==> src/hw/rtl/cbq_pkg.sv <==
`timescale 1ns / 1ps
// ----------------------------------------------------------------------------
// cbq_pkg
// Shared types and codes for the circular byte queue.
// ----------------------------------------------------------------------------
package cbq_pkg;

   localparam int DEPTH_DEFAULT    = 64;
   localparam int LEN_W            = 7;
   localparam int QUEUE_LEN_RESET  = 64;

   localparam logic [1:0] REQ_INSERT  = 2'd0;
   localparam logic [1:0] REQ_DELETE  = 2'd1;
   localparam logic [1:0] REQ_DISPLAY = 2'd2;

   localparam logic [1:0] STATUS_OK    = 2'd0;
   localparam logic [1:0] STATUS_FULL  = 2'd1;
   localparam logic [1:0] STATUS_EMPTY = 2'd2;

   typedef struct packed {
      logic [1:0] req_type;
      logic [7:0] data_in;
   } cbq_req_type;

   typedef struct packed {
      logic [7:0]       data_out;
      logic [1:0]       status;
      logic             last_item;
      logic [LEN_W-1:0] fill_count;
   } cbq_rsp_type;

endpackage

==> src/hw/rtl/cbq_ram.sv <==
`timescale 1ns / 1ps
// ----------------------------------------------------------------------------
// cbq_ram
// Byte store of the queue: one write port, one read port, registered read.
// ----------------------------------------------------------------------------
module cbq_ram
   import cbq_pkg::*;
#(
   parameter int DEPTH  = DEPTH_DEFAULT,
   parameter int ADDR_W = $clog2(DEPTH)
) (
   input  logic              clock,
   input  logic              wr_en,
   input  logic [ADDR_W-1:0] wr_addr,
   input  logic [7:0]        wr_data,
   input  logic              rd_en,
   input  logic [ADDR_W-1:0] rd_addr,
   output logic [7:0]        rd_data
);

   logic [7:0] mem [DEPTH];
   logic [7:0] rd_data_ff;

   always_ff @(posedge clock) begin
      if (wr_en) begin
         mem[wr_addr] <= wr_data;
      end
   end

   // hold read data until the next read
   always_ff @(posedge clock) begin
      if (rd_en) begin
         rd_data_ff <= mem[rd_addr];
      end
   end

   assign rd_data = rd_data_ff;

endmodule

==> src/hw/rtl/cbq_ctrl.sv <==
`timescale 1ns / 1ps
// ----------------------------------------------------------------------------
// cbq_ctrl
// Request sequencer: ring pointers, fill level, store access, result register.
// ----------------------------------------------------------------------------
module cbq_ctrl
   import cbq_pkg::*;
#(
   parameter int DEPTH  = DEPTH_DEFAULT,
   parameter int PTR_W  = $clog2(DEPTH)
) (
   input  logic              clock,
   input  logic              reset,
   input  logic [LEN_W-1:0]  eff_len,
   input  logic              req_valid,
   output logic              req_stall,
   input  cbq_req_type       req_data,
   output logic              rsp_valid,
   input  logic              rsp_stall,
   output cbq_rsp_type       rsp_data,
   output logic              mem_wr_en,
   output logic [PTR_W-1:0]  mem_wr_addr,
   output logic [7:0]        mem_wr_data,
   output logic              mem_rd_en,
   output logic [PTR_W-1:0]  mem_rd_addr,
   input  logic [7:0]        mem_rd_data
);

   typedef enum logic [1:0] {
      ST_IDLE,
      ST_DELETE,
      ST_DISPLAY
   } state_type;

   state_type        state_ff,     state_in;
   logic [PTR_W-1:0] head_ff,      head_in;
   logic [PTR_W-1:0] tail_ff,      tail_in;
   logic [LEN_W-1:0] fill_ff,      fill_in;
   logic [PTR_W-1:0] scan_ptr_ff,  scan_ptr_in;
   logic [LEN_W-1:0] scan_idx_ff,  scan_idx_in;
   logic             rsp_valid_ff, rsp_valid_in;
   cbq_rsp_type      rsp_data_ff,  rsp_data_in;

   logic             out_free;
   logic             accept;
   logic             scan_last;
   logic [PTR_W-1:0] scan_next;

   function automatic logic [PTR_W-1:0] advance(input logic [PTR_W-1:0] p,
                                                input logic [LEN_W-1:0] len);
      logic [LEN_W-1:0] n;
      n = LEN_W'(p) + LEN_W'(1);
      return (n >= len) ? '0 : n[PTR_W-1:0];
   endfunction

   assign out_free  = !rsp_valid_ff || !rsp_stall;
   assign req_stall = !((state_ff == ST_IDLE) && out_free);
   assign accept    = req_valid && !req_stall;
   assign scan_last = (scan_idx_ff + LEN_W'(1)) == fill_ff;
   assign scan_next = advance(scan_ptr_ff, eff_len);

   assign mem_wr_addr = tail_ff;
   assign mem_wr_data = req_data.data_in;

   always_comb begin
      state_in     = state_ff;
      head_in      = head_ff;
      tail_in      = tail_ff;
      fill_in      = fill_ff;
      scan_ptr_in  = scan_ptr_ff;
      scan_idx_in  = scan_idx_ff;
      rsp_valid_in = rsp_valid_ff && rsp_stall;
      rsp_data_in  = rsp_data_ff;
      mem_wr_en    = 1'b0;
      mem_rd_en    = 1'b0;
      mem_rd_addr  = head_ff;

      unique case (state_ff)
         ST_IDLE: begin
            if (accept) begin
               rsp_valid_in = 1'b1;
               rsp_data_in  = '{data_out: 8'd0, status: STATUS_OK, last_item: 1'b1,
                                fill_count: fill_ff};
               unique case (req_data.req_type)
                  REQ_INSERT: begin
                     if (fill_ff >= eff_len) begin
                        rsp_data_in.status = STATUS_FULL;
                     end else begin
                        mem_wr_en              = 1'b1;
                        tail_in                = advance(tail_ff, eff_len);
                        fill_in                = fill_ff + LEN_W'(1);
                        rsp_data_in.fill_count = fill_ff + LEN_W'(1);
                     end
                  end
                  REQ_DELETE: begin
                     if (fill_ff == '0) begin
                        rsp_data_in.status = STATUS_EMPTY;
                     end else begin
                        // result goes out once the store returns the byte
                        rsp_valid_in = 1'b0;
                        mem_rd_en    = 1'b1;
                        head_in      = advance(head_ff, eff_len);
                        fill_in      = fill_ff - LEN_W'(1);
                        state_in     = ST_DELETE;
                     end
                  end
                  REQ_DISPLAY: begin
                     if (fill_ff == '0) begin
                        rsp_data_in.status = STATUS_EMPTY;
                     end else begin
                        rsp_valid_in = 1'b0;
                        mem_rd_en    = 1'b1;
                        scan_ptr_in  = head_ff;
                        scan_idx_in  = '0;
                        state_in     = ST_DISPLAY;
                     end
                  end
                  default: begin
                  end
               endcase
            end
         end
         ST_DELETE: begin
            if (out_free) begin
               rsp_valid_in = 1'b1;
               rsp_data_in  = '{data_out: mem_rd_data, status: STATUS_OK, last_item: 1'b1,
                                fill_count: fill_ff};
               state_in     = ST_IDLE;
            end
         end
         ST_DISPLAY: begin
            if (out_free) begin
               rsp_valid_in = 1'b1;
               rsp_data_in  = '{data_out: mem_rd_data, status: STATUS_OK,
                                last_item: scan_last, fill_count: fill_ff};
               if (scan_last) begin
                  state_in = ST_IDLE;
               end else begin
                  // fetch the next slot while this byte is handed out
                  mem_rd_en   = 1'b1;
                  mem_rd_addr = scan_next;
                  scan_ptr_in = scan_next;
                  scan_idx_in = scan_idx_ff + LEN_W'(1);
               end
            end
         end
         default: begin
            state_in = ST_IDLE;
         end
      endcase
   end

   always_ff @(posedge clock) begin
      if (reset) begin
         state_ff     <= ST_IDLE;
         head_ff      <= '0;
         tail_ff      <= '0;
         fill_ff      <= '0;
         scan_ptr_ff  <= '0;
         scan_idx_ff  <= '0;
         rsp_valid_ff <= 1'b0;
      end else begin
         state_ff     <= state_in;
         head_ff      <= head_in;
         tail_ff      <= tail_in;
         fill_ff      <= fill_in;
         scan_ptr_ff  <= scan_ptr_in;
         scan_idx_ff  <= scan_idx_in;
         rsp_valid_ff <= rsp_valid_in;
      end
      rsp_data_ff <= rsp_data_in;
   end

   assign rsp_valid = rsp_valid_ff;
   assign rsp_data  = rsp_data_ff;

endmodule

==> src/hw/rtl/circular_byte_queue_core.sv <==
`timescale 1ns / 1ps
// ----------------------------------------------------------------------------
// circular_byte_queue_core
// Ring-buffer byte queue with insert, delete and display requests.
// ----------------------------------------------------------------------------
// Usage:
//   Requests enter on req_valid/req_stall with req_data (kind and byte).
//   Results leave on rsp_valid/rsp_stall with rsp_data; a transaction moves
//   at each edge where valid is high and stall is low.
//   csr_wr_en/csr_wr_data set the ring length (1..DEPTH, out of range is
//   clamped); write it only while the block is idle.
// Timing:
//   Insert, a full insert, an empty delete or display and an unused kind
//   need no store read; the result is registered and shows the next cycle.
//   Delete first reads the store, then hands out the byte.
//   Display of N bytes first reads the store, then hands out one result
//   per cycle while rsp_stall is low; the single read port of the byte
//   store sets the pace. One request is in flight at a time.
// Reset:
//   Empties the queue, sets the ring length to 64 (clamped to DEPTH) and
//   drops any pending result. The byte store itself is not cleared.
// Stall:
//   A stalled result holds in the output register; req_stall stays high
//   until it is taken.
// ----------------------------------------------------------------------------
module circular_byte_queue_core
   import cbq_pkg::*;
#(
   parameter int DEPTH = DEPTH_DEFAULT
) (
   input  logic             clock,
   input  logic             reset,
   input  logic             req_valid,
   output logic             req_stall,
   input  cbq_req_type      req_data,
   output logic             rsp_valid,
   input  logic             rsp_stall,
   output cbq_rsp_type      rsp_data,
   input  logic             csr_wr_en,
   input  logic [LEN_W-1:0] csr_wr_data
);

   localparam int PTR_W = $clog2(DEPTH);

   logic [LEN_W-1:0] queue_len_ff, queue_len_in;
   logic [LEN_W-1:0] eff_len;

   logic             mem_wr_en;
   logic [PTR_W-1:0] mem_wr_addr;
   logic [7:0]       mem_wr_data;
   logic             mem_rd_en;
   logic [PTR_W-1:0] mem_rd_addr;
   logic [7:0]       mem_rd_data;

   assign queue_len_in = csr_wr_en ? csr_wr_data : queue_len_ff;

   always_ff @(posedge clock) begin
      if (reset) begin
         queue_len_ff <= LEN_W'(QUEUE_LEN_RESET);
      end else begin
         queue_len_ff <= queue_len_in;
      end
   end

   // clamp the programmed length to 1..DEPTH
   always_comb begin
      priority if (queue_len_ff == '0) begin
         eff_len = LEN_W'(1);
      end else if (queue_len_ff > LEN_W'(DEPTH)) begin
         eff_len = LEN_W'(DEPTH);
      end else begin
         eff_len = queue_len_ff;
      end
   end

   cbq_ctrl #(
      .DEPTH (DEPTH),
      .PTR_W (PTR_W)
   ) u_ctrl (
      .clock       (clock),
      .reset       (reset),
      .eff_len     (eff_len),
      .req_valid   (req_valid),
      .req_stall   (req_stall),
      .req_data    (req_data),
      .rsp_valid   (rsp_valid),
      .rsp_stall   (rsp_stall),
      .rsp_data    (rsp_data),
      .mem_wr_en   (mem_wr_en),
      .mem_wr_addr (mem_wr_addr),
      .mem_wr_data (mem_wr_data),
      .mem_rd_en   (mem_rd_en),
      .mem_rd_addr (mem_rd_addr),
      .mem_rd_data (mem_rd_data)
   );

   cbq_ram #(
      .DEPTH  (DEPTH),
      .ADDR_W (PTR_W)
   ) u_ram (
      .clock   (clock),
      .wr_en   (mem_wr_en),
      .wr_addr (mem_wr_addr),
      .wr_data (mem_wr_data),
      .rd_en   (mem_rd_en),
      .rd_addr (mem_rd_addr),
      .rd_data (mem_rd_data)
   );

endmodule

==> config.mk <==
export PLATFORM = sky130hd
export DESIGN_NAME = circular_byte_queue_core
export DESIGN_NICKNAME = d
export VERILOG_FILES = /design/src/hw/rtl/cbq_pkg.sv /design/src/hw/rtl/cbq_ram.sv /design/src/hw/rtl/cbq_ctrl.sv /design/src/hw/rtl/circular_byte_queue_core.sv
export SDC_FILE = /design/constraint.sdc
export NUM_CORES = 1
export LEC_CHECK = 0
export ABC_AREA = 1
export BUFFER_PORTS_ARGS = -buffer_cell sky130_fd_sc_hd__buf_2
export CAP_MARGIN = 25
export CORE_MARGIN = 1
export CORE_UTILIZATION = 33
export DETAILED_ROUTE_END_ITERATION = 6
export SYNTH_ARGS = -nofsm -noshare
export SYNTH_HDL_FRONTEND = slang
export SYNTH_HIERARCHICAL = 1
export SYNTH_SLANG_ARGS = --single-unit
==> constraint.sdc <==
create_clock -name clock -period 6.84 [get_ports clock]
set_input_delay 0.342 -clock clock [delete_from_list [all_inputs] [get_ports clock]]
set_output_delay 0.342 -clock clock [all_outputs]
set_load 0.005 [all_outputs]
==> metrics.txt <==
# TYPE chip_impl_metric gauge
chip_impl_metric{name="place.port_buffers",unit=""} 41
chip_impl_info{name="crit_path_launch",value="u_ctrl/scan_ptr_ff[0]$_SDFFE_PP0P_"} 1
chip_impl_info{name="critical-path-top-cell-by-count",value="sky130_fd_sc_hd__nand3_1"} 1
chip_impl_metric{name="power_report.internal_total",unit="mW"} 6.53
chip_impl_metric{name="vias_per_cell",unit=""} 5.03
chip_impl_metric{name="tightestPinTransition",unit="ps"} 1050
chip_impl_info{name="ys.flop_type",value="sky130_fd_sc_hd__edfxtp_1"} 1
chip_impl_metric{name="synth_cell_type_count",unit=""} 42
chip_impl_metric{name="power_leakage",unit="nW"} 10.6
chip_impl_info{name="cell_by_cell_trace_of_the_critical_path",value="ha_1 > nand3_1 > xor2_1 > inv_1 > ha_1 > a21oi_1 > nor2_1 > a211oi_1 > nand3_1 > nor2_1 > nand2_1 > o21ai_4 > buf_4 > buf_4 > nand2_1 > nand3_1 > nand3_1 > nand2_1 > nand2_1 > nand3_1 > nand3_1 > nand2_1"} 1
chip_impl_metric{name="worstPathArrival",unit="ps"} 5770
chip_impl_metric{name="drive_gt1_share",unit="%"} 8.43
chip_impl_metric{name="first_pass_grt_wire_length",unit="um"} 100000
chip_impl_metric{name="area_growth_syn_to_layout",unit="%"} 11.4
chip_impl_metric{name="sequentialPowerShare",unit="%"} 44.0
chip_impl_metric{name="routed_wirelength",unit="um"} 66800
chip_impl_info{name="post-synth-top-area-cell",value="sky130_fd_sc_hd__edfxtp_1"} 1
chip_impl_metric{name="place_hpwl",unit="um"} 38300
chip_impl_metric{name="chipHeight",unit="um"} 282
chip_impl_metric{name="final_cells",unit=""} 3543
chip_impl_metric{name="ctsResizeCount",unit=""} 0
chip_impl_metric{name="powerDensity",unit="mW/mm^2"} 326
chip_impl_metric{name="ios",unit=""} 42
chip_impl_metric{name="p_comb_share",unit="%"} 20.3
chip_impl_info{name="regToRegEndpoint",value="u_ram/rd_data[2]$_DFFE_PP_"} 1
chip_impl_metric{name="net-switching-power",unit="mW"} 2.88
chip_impl_metric{name="final-hold-violation-count",unit=""} 0
chip_impl_metric{name="groute.usage.overall",unit="%"} 16.6
chip_impl_metric{name="cts-buffers-inserted",unit=""} 61
chip_impl_metric{name="overflow",unit=""} 0
chip_impl_info{name="regToRegStartpoint",value="u_ctrl/scan_ptr_ff[0]$_SDFFE_PP0P_"} 1
chip_impl_info{name="yosys.cell_count.top_type",value="sky130_fd_sc_hd__nand2_1"} 1
chip_impl_metric{name="fin_worst_skew",unit="ps"} 23.4
chip_impl_metric{name="numClockSinks",unit=""} 580
chip_impl_info{name="highest_delay_cell_along_the_critical_path",value="sky130_fd_sc_hd__buf_4"} 1
chip_impl_metric{name="drt.antenna.violating_nets",unit=""} 0
chip_impl_metric{name="post-synth-top-area-fraction",unit="%"} 62.2
chip_impl_metric{name="timing.final.crit_share",unit="%"} 77.0
chip_impl_metric{name="fin_tns_setup",unit="ps"} 0
chip_impl_metric{name="count_of_placed_standard_cells_including_taps",unit=""} 3419
chip_impl_metric{name="die-area",unit="mm^2"} 0.0798
chip_impl_metric{name="synthesis.area",unit="mm^2"} 0.0260
chip_impl_metric{name="synth_fp_nets",unit=""} 2508
chip_impl_metric{name="routed-via-count",unit=""} 17816
chip_impl_info{name="hp-class",value="input port to flip-flop"} 1
chip_impl_metric{name="power.clock.fraction",unit="%"} 35.7
chip_impl_metric{name="worstPathMaxFanout",unit=""} 89
chip_impl_info{name="tritoncts",value="built"} 1
chip_impl_metric{name="via_count_of_the_first_global_routing_pass",unit=""} 16327
chip_impl_metric{name="max_cap_violations",unit=""} 0
chip_impl_info{name="clock_tree.root_cell",value="sky130_fd_sc_hd__clkbuf_16"} 1
chip_impl_metric{name="yosysWarnings",unit=""} 6
chip_impl_metric{name="post_synth.cell_area_avg",unit="um^2"} 10.6
chip_impl_metric{name="cts-htree-levels",unit=""} 2
chip_impl_metric{name="utilization",unit="%"} 37.3
chip_impl_metric{name="ys_seq_elements",unit=""} 580
chip_impl_metric{name="number_of_antenna_violations_at_the_first_check_in_global_routing",unit=""} 1
chip_impl_metric{name="timing.final.max_slew_violations",unit=""} 0
chip_impl_metric{name="synth-edff-count",unit=""} 538
chip_impl_metric{name="rd_place_congestion",unit=""} 0.859
chip_impl_metric{name="finish.net_count",unit=""} 2516
chip_impl_metric{name="cts_hold_buf",unit=""} 9
chip_impl_info{name="run_status",value="complete, no violations"} 1
chip_impl_metric{name="clk-insertion-delay-late",unit="ps"} 640
chip_impl_metric{name="async_reset_ff_share",unit="%"} 0
chip_impl_metric{name="vdd.ir_drop.worst",unit="V"} 0.000208
chip_impl_metric{name="placementRows",unit=""} 102
chip_impl_info{name="path_class",value="flip-flop to flip-flop"} 1
chip_impl_metric{name="start_util",unit="%"} 33.5
chip_impl_metric{name="timing.critical_path.slowest_cell_delay",unit="ps"} 860
chip_impl_metric{name="drt_iter0_drc",unit=""} 1966
chip_impl_metric{name="register_to_register_setup_slack",unit="ps"} 1570
chip_impl_metric{name="max_freq",unit="MHz"} 190
chip_impl_metric{name="post_cts_buffers",unit=""} 0
chip_impl_info{name="critical_path.endpoint_type",value="flip-flop"} 1
chip_impl_metric{name="ctsLongestPathBuffers",unit=""} 3
chip_impl_metric{name="antenna_cells",unit=""} 0
chip_impl_metric{name="core_region_area",unit="mm^2"} 0.0776
chip_impl_metric{name="drt_first_pass_iters",unit=""} 7
chip_impl_metric{name="fin_hold_ws",unit="ps"} 64.1
chip_impl_metric{name="rr_worst_depth",unit=""} 22
chip_impl_info{name="unrepaired_setup_endpoints_after_global_routing",value="no"} 1
chip_impl_info{name="yosys-top-cells-count",value="sky130_fd_sc_hd__nand2_1, sky130_fd_sc_hd__edfxtp_1, sky130_fd_sc_hd__nand3_1"} 1
chip_impl_metric{name="cts.reportedPaths.clkPinSlew",unit="ps"} 60
chip_impl_metric{name="cp_data_required_time",unit="ps"} 7340
chip_impl_metric{name="layout_min_cycle_time",unit="ps"} 5270
chip_impl_metric{name="route.detailed.drc",unit=""} 0
chip_impl_metric{name="synthCells",unit=""} 2443
chip_impl_info{name="crit_path_end",value="u_ram/rd_data[2]$_DFFE_PP_"} 1
chip_impl_metric{name="power_switching_share",unit="%"} 30.6
chip_impl_metric{name="synth_sequential_area_ratio",unit="%"} 65.5
chip_impl_metric{name="slew_headroom",unit="%"} 30.0
chip_impl_metric{name="maximum_number_of_pins_on_one_net_before_global_route_repair",unit=""} 135
chip_impl_info{name="timing.critical_path.from_type",value="flip-flop"} 1
chip_impl_metric{name="die_w",unit="um"} 282
chip_impl_metric{name="number_of_failing_setup_endpoints_in_the_final_timing_report",unit=""} 0
chip_impl_metric{name="route.detailed.wl_per_inst",unit="um"} 18.9
chip_impl_info{name="ys_top_cells_by_area",value="sky130_fd_sc_hd__edfxtp_1, sky130_fd_sc_hd__nand2_1, sky130_fd_sc_hd__nand3_1, sky130_fd_sc_hd__dfxtp_1, sky130_fd_sc_hd__ha_1"} 1
==> worst max-delay path: cells and delay by family (launching register included) <==
| family | cells | cell delay, ps |
|---|---|---|
| and+or+nand+nor | 13 | 1750 |
| buffers and inverters | 3 | 1610 |
| DFF | 1 | 420 |
| xor gates and xnor gates | 1 | 260 |
| AOI/OAI and AO/OA | 3 | 500 |
| adders and majority gates | 2 | 540 |
==> sequential cells by signal, summed over array words and instances, names as in the netlist <==
name	flops
u_ctrl/mem_wr_addr	6
u_ctrl/fill_ff	7
u_ctrl/state_ff	2
u_ctrl/scan_idx_ff	7
u_ctrl/rsp_valid	1
u_ram/mem	512
u_ram/rd_data	8
u_ctrl/head_ff	6
queue_len_ff	7
u_ctrl/rsp_data	18
u_ctrl/scan_ptr_ff	6
==> per-layer routing <==
metal | global-route usage [%] | vias to the layer above | routed length (um)
li1 | - | 8470 | -
met1 | 23.2 | 8595 | 29600
met2 | 25.7 | 631 | 30200
met3 | 3.37 | 118 | 5290
met4 | 5.18 | 2 | 1730
met5 | 0 | - | 11
==> how the worst min path moves through the flow <==
stage | from | slack, ps | depth (start not counted) | to
floorplan | u_ctrl/head_ff[5]$_SDFFE_PP0P_ | 460 | 2 | u_ctrl/head_ff[5]$_SDFFE_PP0P_
global placement | u_ctrl/head_ff[5]$_SDFFE_PP0P_ | 480 | 2 | u_ctrl/head_ff[5]$_SDFFE_PP0P_
detailed placement | u_ctrl/head_ff[5]$_SDFFE_PP0P_ | 490 | 2 | u_ctrl/head_ff[5]$_SDFFE_PP0P_
CTS | csr_wr_en | 30 | 3 | queue_len_ff[1]$_SDFFE_PP0P_
global route | csr_wr_en | 80 | 3 | queue_len_ff[3]$_SDFFE_PP0P_
finish | csr_wr_en | 60 | 3 | queue_len_ff[1]$_SDFFE_PP0P_
==> metrics by stage <==
stage                     worst slack [ps]  total power, mW  area, um^2
after floorplan                       3280             5.66       26000
after global placement                1710             6.09       26800
after detailed placement              1660             6.11       26800
after CTS                             1620             9.47       28900
after global routing                  1140             9.85       28900
final                                 1570             9.41       28900
==> cells in the final DEF, fill, tap and decap left out, types with 4 or more instances in the layout <==
cell type / Yosys / final
sky130_fd_sc_hd__nand2_1: 789 / 788
sky130_fd_sc_hd__edfxtp_1: 538 / 538
sky130_fd_sc_hd__nand3_1: 492 / 492
sky130_fd_sc_hd__nor2_1: 117 / 117
sky130_fd_sc_hd__inv_1: 89 / 88
sky130_fd_sc_hd__clkbuf_16: 0 / 61
sky130_fd_sc_hd__ha_1: 43 / 43
sky130_fd_sc_hd__dfxtp_1: 42 / 42
sky130_fd_sc_hd__buf_2: 42 / 41
sky130_fd_sc_hd__a21oi_1: 36 / 36
sky130_fd_sc_hd__o21ai_0: 32 / 31
sky130_fd_sc_hd__buf_4: 23 / 30
sky130_fd_sc_hd__nand4_1: 20 / 20
sky130_fd_sc_hd__xor2_1: 18 / 18
sky130_fd_sc_hd__clkinv_1: 1 / 17
sky130_fd_sc_hd__nor3_1: 12 / 12
sky130_fd_sc_hd__clkinv_2: 0 / 12
sky130_fd_sc_hd__dlygate4sd3_1: 0 / 9
sky130_fd_sc_hd__nor4_1: 9 / 9
sky130_fd_sc_hd__nor2_2: 8 / 8
sky130_fd_sc_hd__nand3_2: 8 / 8
sky130_fd_sc_hd__bufinv_16: 0 / 8
sky130_fd_sc_hd__clkbuf_1: 22 / 7
sky130_fd_sc_hd__nand2_2: 6 / 6
sky130_fd_sc_hd__inv_2: 7 / 6
sky130_fd_sc_hd__o21ai_1: 7 / 5
sky130_fd_sc_hd__inv_6: 1 / 5
sky130_fd_sc_hd__nor2_4: 5 / 5
sky130_fd_sc_hd__a31oi_1: 4 / 4
==> logic make-up after synthesis <==
logic type | count (synthesis) | synth area share, %
buffers and inverters | 235 | 5.20
flip-flops | 580 | 65.5
AO/OA/AOI/OAI | 92 | 1.94
AND/OR/NAND/NOR | 1473 | 24.6
adder cells (fa/ha/maj) | 43 | 2.07
XOR/XNOR | 20 | 0.675
==> area by class of cell <==
class / instances / area, um^2
fill: 7689 / 48700
multi-input combinational: 1628 / 7640
inverter: 98 / 382
tap: 1040 / 1300
sequential: 580 / 17000
clock inverter: 47 / 489
clock buffer: 68 / 1550
timing repair buffer: 82 / 552
==> power groups by stage <==
| stage | registers, mW | logic, mW | clock network, mW |
|---|---|---|---|
| 6_report | 4.14 | 1.91 | 3.36 |
| 5_1_grt | 4.16 | 2.14 | 3.55 |
| 4_1_cts | 4.14 | 1.91 | 3.42 |
| 3_5_place_dp | 4.21 | 1.89 | 0 |
| 3_3_place_gp | 4.22 | 1.88 | 0 |
| 2_1_floorplan | 4.16 | 1.50 | 0 |
Note: power is estimated with default switching activity, not from simulation.
